### src/sv/tccb_pkg.sv
`timescale 1ns / 1ps

package tccb_pkg;

    localparam int DEF_MAX_COLUMNS = 128;
    localparam int DEF_MAX_ROWS    = 64;

    localparam int CFG_IDX_W  = 2;
    localparam int CFG_DATA_W = 8;

    localparam logic [CFG_IDX_W-1:0] REG_COLUMNS = 2'd0;
    localparam logic [CFG_IDX_W-1:0] REG_ROWS    = 2'd1;

    localparam logic [7:0] RST_COLUMNS = 8'd80;
    localparam logic [6:0] RST_ROWS    = 7'd25;

    localparam logic [7:0]  CHAR_SPACE   = 8'h20;
    localparam logic [7:0]  CHAR_NEWLINE = 8'h0A;
    localparam logic [12:0] LINE_MAX     = 13'd8191;

    localparam logic [1:0] FUNC_PUT       = 2'd0;
    localparam logic [1:0] FUNC_BACKSPACE = 2'd1;
    localparam logic [1:0] FUNC_CLEAR     = 2'd2;
    localparam logic [1:0] FUNC_READ      = 2'd3;

    typedef struct packed {
        logic [1:0]  func;
        logic [7:0]  char_code;
        logic [12:0] cell_index;
    } t_in;

    typedef struct packed {
        logic [7:0]  read_char;
        logic [12:0] cursor_position;
        logic        scrolled;
    } t_out;

    typedef enum logic [2:0] {
        S_SETTLE,
        S_CLEAR,
        S_SCROLL,
        S_IDLE,
        S_READ
    } t_state;

    typedef struct packed {
        logic home;
        logic exec_put;
        logic exec_bs;
        logic ptr_clr;
        logic sweep;
        logic scroll;
        logic load_res;
        logic res_read;
        logic res_scrolled;
    } t_cmd;

    typedef struct packed {
        logic need_scroll;
        logic sweep_last;
        logic cfg_hit;
    } t_status;

endpackage

### src/sv/tccb_ctrl.sv
`timescale 1ns / 1ps

module tccb_ctrl import tccb_pkg::*; (
    input  logic       i_clk,
    input  logic       i_rst_n,
    input  logic       i_start,
    input  logic [1:0] i_func,
    input  t_status    i_status,
    output t_cmd       o_cmd,
    output logic       o_busy
);

    t_state r_state, n_state;
    logic   r_report, n_report;

    always_ff @(posedge i_clk) begin
        if (!i_rst_n) begin
            r_state  <= S_SETTLE;
            r_report <= 1'b0;
        end else begin
            r_state  <= n_state;
            r_report <= n_report;
        end
    end

    always_comb begin
        n_state  = r_state;
        n_report = r_report;
        o_cmd    = '0;
        o_busy   = 1'b1;
        case (r_state)
            S_SETTLE: begin
                o_cmd.ptr_clr = 1'b1;
                n_state       = S_CLEAR;
            end
            S_CLEAR: begin
                o_cmd.sweep = 1'b1;
                if (i_status.sweep_last) begin
                    o_cmd.load_res = r_report;
                    n_report       = 1'b0;
                    n_state        = S_IDLE;
                end
            end
            S_SCROLL: begin
                o_cmd.sweep  = 1'b1;
                o_cmd.scroll = 1'b1;
                if (i_status.sweep_last) begin
                    o_cmd.load_res     = 1'b1;
                    o_cmd.res_scrolled = 1'b1;
                    n_state            = S_IDLE;
                end
            end
            S_IDLE: begin
                o_busy = 1'b0;
                if (i_start) begin
                    case (i_func)
                        FUNC_PUT: begin
                            o_cmd.exec_put = 1'b1;
                            if (i_status.need_scroll) begin
                                o_cmd.ptr_clr = 1'b1;
                                n_state       = S_SCROLL;
                            end else begin
                                o_cmd.load_res = 1'b1;
                            end
                        end
                        FUNC_BACKSPACE: begin
                            o_cmd.exec_bs  = 1'b1;
                            o_cmd.load_res = 1'b1;
                        end
                        FUNC_CLEAR: begin
                            o_cmd.home    = 1'b1;
                            o_cmd.ptr_clr = 1'b1;
                            n_report      = 1'b1;
                            n_state       = S_CLEAR;
                        end
                        default: begin
                            n_state = S_READ;
                        end
                    endcase
                end
            end
            S_READ: begin
                o_cmd.load_res = 1'b1;
                o_cmd.res_read = 1'b1;
                n_state        = S_IDLE;
            end
            default: begin
                n_state = S_SETTLE;
            end
        endcase
        // a resize blanks everything and restarts the clearing sweep
        if (i_status.cfg_hit) begin
            o_cmd    = '0;
            o_cmd.home = 1'b1;
            n_report = 1'b0;
            n_state  = S_SETTLE;
        end
    end

endmodule

### config.mk
export PLATFORM = sky130hd
export DESIGN_NAME = tccb_ctrl
export DESIGN_NICKNAME = d
export VERILOG_FILES = /design/src/sv/tccb_pkg.sv /design/src/sv/tccb_ctrl.sv
export SDC_FILE = /design/constraint.sdc
export NUM_CORES = 1
export LEC_CHECK = 0
export BUFFER_PORTS_ARGS = -buffer_cell sky130_fd_sc_hd__clkbuf_2
export CORE_AREA = 2 2 39 41
export CTS_CLUSTER_SIZE = 16
export DETAILED_ROUTE_END_ITERATION = 8
export DIE_AREA = 0 0 41 43
export SLEW_MARGIN = 20
export SYNTH_ARGS = -nofsm -noshare
export SYNTH_HDL_FRONTEND = slang
export SYNTH_SLANG_ARGS = --single-unit
### constraint.sdc
create_clock -name i_clk -period 1.46 [get_ports i_clk]
set_clock_uncertainty 0.15 [all_clocks]
set_input_delay 0 -clock i_clk [delete_from_list [all_inputs] [get_ports i_clk]]
set_output_delay 0 -clock i_clk [all_outputs]
set_load 0.03 [all_outputs]
==> results of run 1 <==
## kinds of logic after synthesis
group	after synthesis
AOI/OAI and AO/OA	13
and+or+nand+nor	26
xor gates and xnor gates	1
buffers and inverters	8
DFF	4
## routing by layer
metal  vias to the layer above  GRT usage  routed length, um
li1                        249          -                  -
met1                       227      0.206                544
met2                        19      0.231                552
met3                         0     0.0471                 62
met4                         0     0.0400                  0
met5                         -          0                  0
## stage by stage
stage / worst slack, ns / TNS (ns) / hold WS (ns)
2_1_floorplan: -0.261 / -0.261 / -0.0797
3_3_place_gp: 0.0412 / 0 / 0.172
3_5_place_dp: 0.0406 / 0 / 0.181
4_1_cts: -0.108 / -0.192 / 0.0144
5_1_grt: -0.164 / -0.535 / 0.0490
6_report: -0.0989 / -0.185 / 0.0234
## tightest hold or removal path: stages
cell      delay [ns]
clkbuf_2        0.07
nor2b_1         0.18
o21a_1          0.12
## worst max-delay path by stage
stage / startpoint / to / slack (ns) / depth (start not counted)
floorplan: r_state[0] / o_cmd[0] / -0.26 / 3
global placement: r_state[1] / o_cmd[5] / 0.04 / 4
detailed placement: r_state[1] / o_cmd[5] / 0.04 / 4
CTS: r_state[1] / o_cmd[2] / -0.11 / 5
global route: r_state[1] / o_cmd[2] / -0.16 / 5
finish: r_state[1] / o_cmd[2] / -0.1 / 5
## synth_stat cells, types with 2 or more instances
library cell and count:
a21oi_1 3, inv_1 3, nor2b_1 3, nor4_1 2, nor3_1 4, nand2_1 4, nand3b_1 4, dfxtp_1 4
## placed cells by master, fill, tap and decap left out, drive strengths merged
cell and count:
buf 18, clkbuf 14, nand3b 4, nand2 4, nor3 4, a21oi 4
dfxtp 4, nor2b 3, inv 3, dlygate4sd3 2, nor4 2, nand4b 1
nor4b 1, nor2 1, o31a 1, a2111oi 1, xnor2 1, nand4bb 1
o32a 1, nand2b 1, a21o 1, and2 1, or2 1, o211a 1
a21bo 1, or2b 1, o21a 1, or3b 1, o211ai 1, o21ai 1
## power breakdown
part | leakage (nW) | internal (mW) | switching (mW)
sequential | 0.0344 | 0.112 | 0.00720
clock | 0.0138 | 0.0920 | 0.0459
combinational | 0.257 | 0.0647 | 0.0686
## layout make-up
| type | count | area [um^2] | share of cell area |
|---|---|---|---|
| clock buffers | 3 | 22.5 | 0.0306 |
| inverters | 3 | 11.3 | 0.0153 |
| multi-input cells | 40 | 340 | 0.462 |
| flip-flops and latches | 4 | 88.8 | 0.121 |
| well taps | 16 | 20.0 | 0.0272 |
| repair buffers | 31 | 254 | 0.345 |
## state kept, by name, summed over array words and instances (netlist names)
| register | count |
|---|---|
| r_state | 3 |
| r_report | 1 |
## what timing repair did
| item | 4_1_cts | 5_1_grt |
|---|---|---|
| hold buffers | 2 | 0 |
| gates resized for setup | 20 | 11 |
| setup buffers | 3 | 1 |
| cloned | 1 | 0 |
| pin swaps | 7 | 3 |
| endpoints found under the hold margin | 1 | 0 |
| setup endpoints to repair | 7 | 8 |
==> summary.md, run 1 <==
| Metric | Value |
|---|---|
| Hold Crit Depth | 3 |
| Crit path max-delay family | flip-flops |
| Post-place instance area | 572 um^2 |
| Reg2reg setup slack | 0.08 ns |
| Post-synthesis simple-gate area fraction | 0.417 |
| CTS max path bufs | 2 |
| Tightest Pin Transition | 0.397 ns |
| Post-DP HPWL | 821 um |
| Syn Nets | 60 |
| IO Port Bufs | 17 |
| Worst path cell trace | buf_6 -> nand4bb_1 -> o32a_1 -> a21oi_2 -> clkbuf_8 |
| Nets | 91 |
| Die Ht | 43 um |
| Ports | 18 |
| Leak pwr | 0.305 nW |
| Pre-antenna DRT Iters | 4 |
| Crit end category | output pin |
| Pwr dens | 530 mW/mm^2 |
| Tmin final | 1.56 ns |
| First-pass GRT wire length | 1870 um |
| WL per Instance | 11.9 um |
| Average size of a mapped cell | 7.84 um^2 |
| Max-Cap Viols | 0 |
| DRC | 0 |
| HP Start | i_rst_n |
| Crit Path Category | reg2out |
| Proportion of layout cells with a drive suffix above 1 | 0.556 |
| Final instance area | 737 um^2 |
| Fmax achieved | 641 MHz |
| Layout area overhead | 80.7% |
| DP Cell Count | 87 |
| EDFF count, synth | 0 |
| Gp weighted congestion | 0.799 |
| Asr flop ratio synth | 0 |
| Fin. max-slew vios | 0 |
| Slowest-stage cell, CP | dfxtp_4 |
| Failing checks | negative setup slack |
| Final non-filler cell total | 97 |
| Die Width | 41 um |
| Initial DRC Count | 5 |
| DR vias | 495 |
| Slew Limit Headroom | 0.734 |
| Mux share of post-synthesis cell area | 0 |
| Synthesized area | 408 um^2 |
| Mapped Cells | 52 |
| Part of the cycle the worst path needs | 1.07 |
| Compound-Gate Fraction of Synth Area | 0.258 |
| Critical path buffer and inverter count | 2 |
| Antenna-violating nets left | 0 |
| Number of antenna violations at the first check in global routing | 0 |
| Vias in the first global route | 445 |
| Crit Reg-Reg Endpoint | r_report |
| Initial Utilization | 0.295 |
| Num CTS Buffers | 3 |
| ANT cells | 0 |
| Tot Pwr | 0.391 mW |
| CP max FO | 5 |
| Synthesis Warnings | 0 |
| Synth unique cells | 33 |
| HP Class | in2reg |
| Final Hold Viols | 0 |
| Clock Tree Root | clkbuf_4 |
| Worst VDD drop | 398 uV |
| Synth top area share | 0.196 |
| Fraction of the mapped netlist area in adder cells | 0 |
| FF-to-FF path depth | 6 |
| FF+latch count, synth | 4 |
| TritonCTS clock tree | yes |
| Clk_lat worst skew | 0.24 ns |
| Detailed-route vias per instance | 5.10 |
| Area contributors post-synth | dfxtp_1 (20%), nand3b_1 (7.4%), nor3_1 (4.9%), nor2b_1 (4.6%), a21oi_1 (3.7%) |
| Max incr delay on CP | 0.36 ns |
| Fill cells | 128 |
| Util after Layout | 0.533 |
| H-tree depth | 1 |
| Cell row count | 14 |
| FF-to-FF Start | r_state[1] |
| Unrepaired setup endpoints after global routing | yes |
| Clk pin slew, worst setup/hold paths | 0.04 ns |
| Most used DFF post-synth | dfxtp_1 |
| Core area | 0.00138 mm^2 |
| Clk sink count | 4 |
| Hold Path End | r_state[1] |
| GRT Overall Usage | 0.154 |
| CP arrival | 1.41 ns |
| Final setup margin | -0.0989 ns |
| Setup Viol. Count Final | 3 |
| Drt total wl | 1160 um |
| Worst EP required | 1.31 ns |
| Post-synthesis xor/xnor area fraction | 0.0215 |
| Maximum number of pins on one net before global-route repair | 10 |
| Status | finished with violations |
| CP startpoint kind | flip-flop |
| Die area | 0.00176 mm^2 |
| Overflow after GRT | 0 |
| Main combinational cell family by area after synthesis | simple AND/OR/NAND/NOR gates |
| Area leader, netlist | dfxtp_1 |
| Seq/Total Area, Yosys | 0.196 |
No activity file was read; power rests on OpenSTA's default activity.
==> inputs of run 2 (changes only) <==
Settings changed: REMOVE_ABC_BUFFERS set to 1.
==> run 2 against run 1 <==
Against the previous run: critical path depth stayed put; the run still ends with negative setup slack left; via count is 4.2% higher; flip-flop and latch count stayed put; highest routed layer is now met4; global-route usage is 0.60 points lower; fmax is 2.8% lower; final cell count is 1.0% lower; die area stayed put; count of clock-buffer cells in the layout stayed put; worst hold slack worse by 0.0033 ns.
==> summary.md, run 2 (synthesized netlist as in run 1, its figures left out) <==
| Metric | Value |
|---|---|
| Status | finished with violations |
| Failing checks | negative setup slack |
| Tot Pwr | 0.392 mW |
| Final setup margin | -0.143 ns |
| Max-Cap Viols | 0 |
| ANT cells | 0 |
| Reg2reg setup slack | 0.15 ns |
| Critical path buffer and inverter count | 2 |
| Die area | 0.00176 mm^2 |
| Ports | 18 |
| Overflow after GRT | 0 |
| DRC | 0 |
| CP max FO | 8 |
| Drt total wl | 1260 um |
| Post-DP HPWL | 795 um |
| Fin Hold WS | 0.0200 ns |
| Nets | 90 |
| Switching power | 0.123 mW |
| Max incr delay on CP | 0.36 ns |
| Final Hold Viols | 0 |
| Final non-filler cell total | 96 |
| Most common cell after layout, fill and taps aside | buf_4 |
| Largest register FFs | 3 |
| Proportion of layout cells with a drive suffix above 1 | 0.538 |
| Part of the cycle the worst path needs | 1.10 |
| IO Port Bufs | 17 |
| First-pass GRT wire length | 1770 um |
| Crit Path Category | reg2out |
| DP Cell Count | 85 |
| Clock Tree Root | clkbuf_4 |
| P_int | 0.268 mW |
| Pwr dens | 562 mW/mm^2 |
| Tmin final | 1.60 ns |
| Post-route setup TNS | -0.348 ns |
| HP Class | in2reg |
| Leak pwr | 0.293 nW |
| CTS max path bufs | 2 |
| Number of antenna violations at the first check in global routing | 0 |
| Unrepaired setup endpoints after global routing | yes |
| Antenna-violating nets left | 0 |
| Detailed-route vias per instance | 5.38 |
| Seq pwr share | 0.301 |
| Clk sink count | 4 |
| H-tree depth | 1 |
| Vias in the first global route | 438 |
| Largest Register | r_state |
| Top flop regs | r_state x3, r_report x1 |
| Combinational fraction of design power | 0.333 |
| Fill cells | 125 |
| CP arrival | 1.45 ns |
| Die Width | 41 um |
| DR vias | 516 |
| Initial Utilization | 0.295 |
| Final instance area | 697 um^2 |
| Tightest Pin Transition | 0.368 ns |
| Core area | 0.00138 mm^2 |
| Clk_lat worst skew | 0.24 ns |
| Worst VDD drop | 331 uV |
| Fin. max-slew vios | 0 |
| Pre-antenna DRT Iters | 4 |
| Initial DRC Count | 11 |
| Num CTS Buffers | 3 |
| Switching Share | 0.315 |
| Crit end category | output pin |
| Layout area overhead | 70.9% |
| Post-place instance area | 518 um^2 |
| Cell row count | 14 |
| TritonCTS clock tree | yes |
| Commonest non-fill, non-tap cells in the layout | buf_4 (11), clkbuf_2 (9), buf_6 (6), nand3b_1 (4), nand2_1 (4) |
| Setup Viol. Count Final | 4 |
| Clk pin slew, worst setup/hold paths | 0.04 ns |
| Fmax achieved | 624 MHz |
| Util after Layout | 0.504 |
| Gp weighted congestion | 0.826 |
| CP startpoint kind | flip-flop |
| Setup WS pre-CTS | 0.0276 ns |
| GRT Overall Usage | 0.148 |
| Clock Power Share | 0.367 |
| Die Ht | 43 um |
| Slew Limit Headroom | 0.754 |
| Worst path cell trace | buf_6 -> nand4bb_4 -> o32a_1 -> a21oi_2 -> clkbuf_8 |
| Maximum number of pins on one net before global-route repair | 10 |
| Crit path max-delay family | flip-flops |
| Slowest-stage cell, CP | dfxtp_4 |
| Worst EP required | 1.31 ns |
| WL per Instance | 13.1 um |
## run 2: changes by cell type in the layout (fill, tap and decap cells not counted), sizes merged
cell    delta
clkbuf     -1
## run 2: worst min-delay path, cell delays in order
cell	delay (ns)
clkbuf_2	0.07
nor2b_1	0.17
o21a_1	0.12
## run 2: what timing repair did
item	4_1_cts	5_1_grt
endpoints found under the hold margin	1	0
gates resized for setup	15	19
setup endpoints to repair	6	8
setup buffers	2	4
pin swaps	5	6
gates cloned	0	0
hold buffers	2	0
## run 2: area by class of cell
cell class / count / area [um^2] / share of cell area
clock buffers: 3 / 22.5 / 0.0323
inverters: 3 / 11.3 / 0.0162
multi-input cells: 40 / 320 / 0.460
flip-flops and latches: 4 / 88.8 / 0.127
well taps: 16 / 20.0 / 0.0287
repair buffers: 30 / 234 / 0.336
## run 2: power by group through the flow
stage / Combinational (mW) / Clock, mW / Sequential, mW
after global routing: 0.140 / 0.146 / 0.118
after detailed placement: 0.0968 / 0 / 0.119
after CTS: 0.113 / 0.143 / 0.119
final: 0.130 / 0.144 / 0.118
after global placement: 0.0969 / 0 / 0.119
after floorplan: 0.0493 / 0 / 0.124
## run 2: final timing paths
check / cells after the start / end / startpoint
max: 5 / o_cmd[2] / r_state[1]
min: 3 / r_state[1] / i_rst_n
max reg2reg: 5 / r_state[1] / r_state[1]
min reg2reg: 1 / r_report / r_report
## run 2: routing by layer
layer / global-route usage / wire (um) / up-vias
met4: 0.0800 / 36 / 0
met3: 0.0157 / 67 / 6
met2: 0.231 / 607 / 26
li1: - / - / 248
met1: 0.186 / 546 / 236
met5: 0 / 0 / -
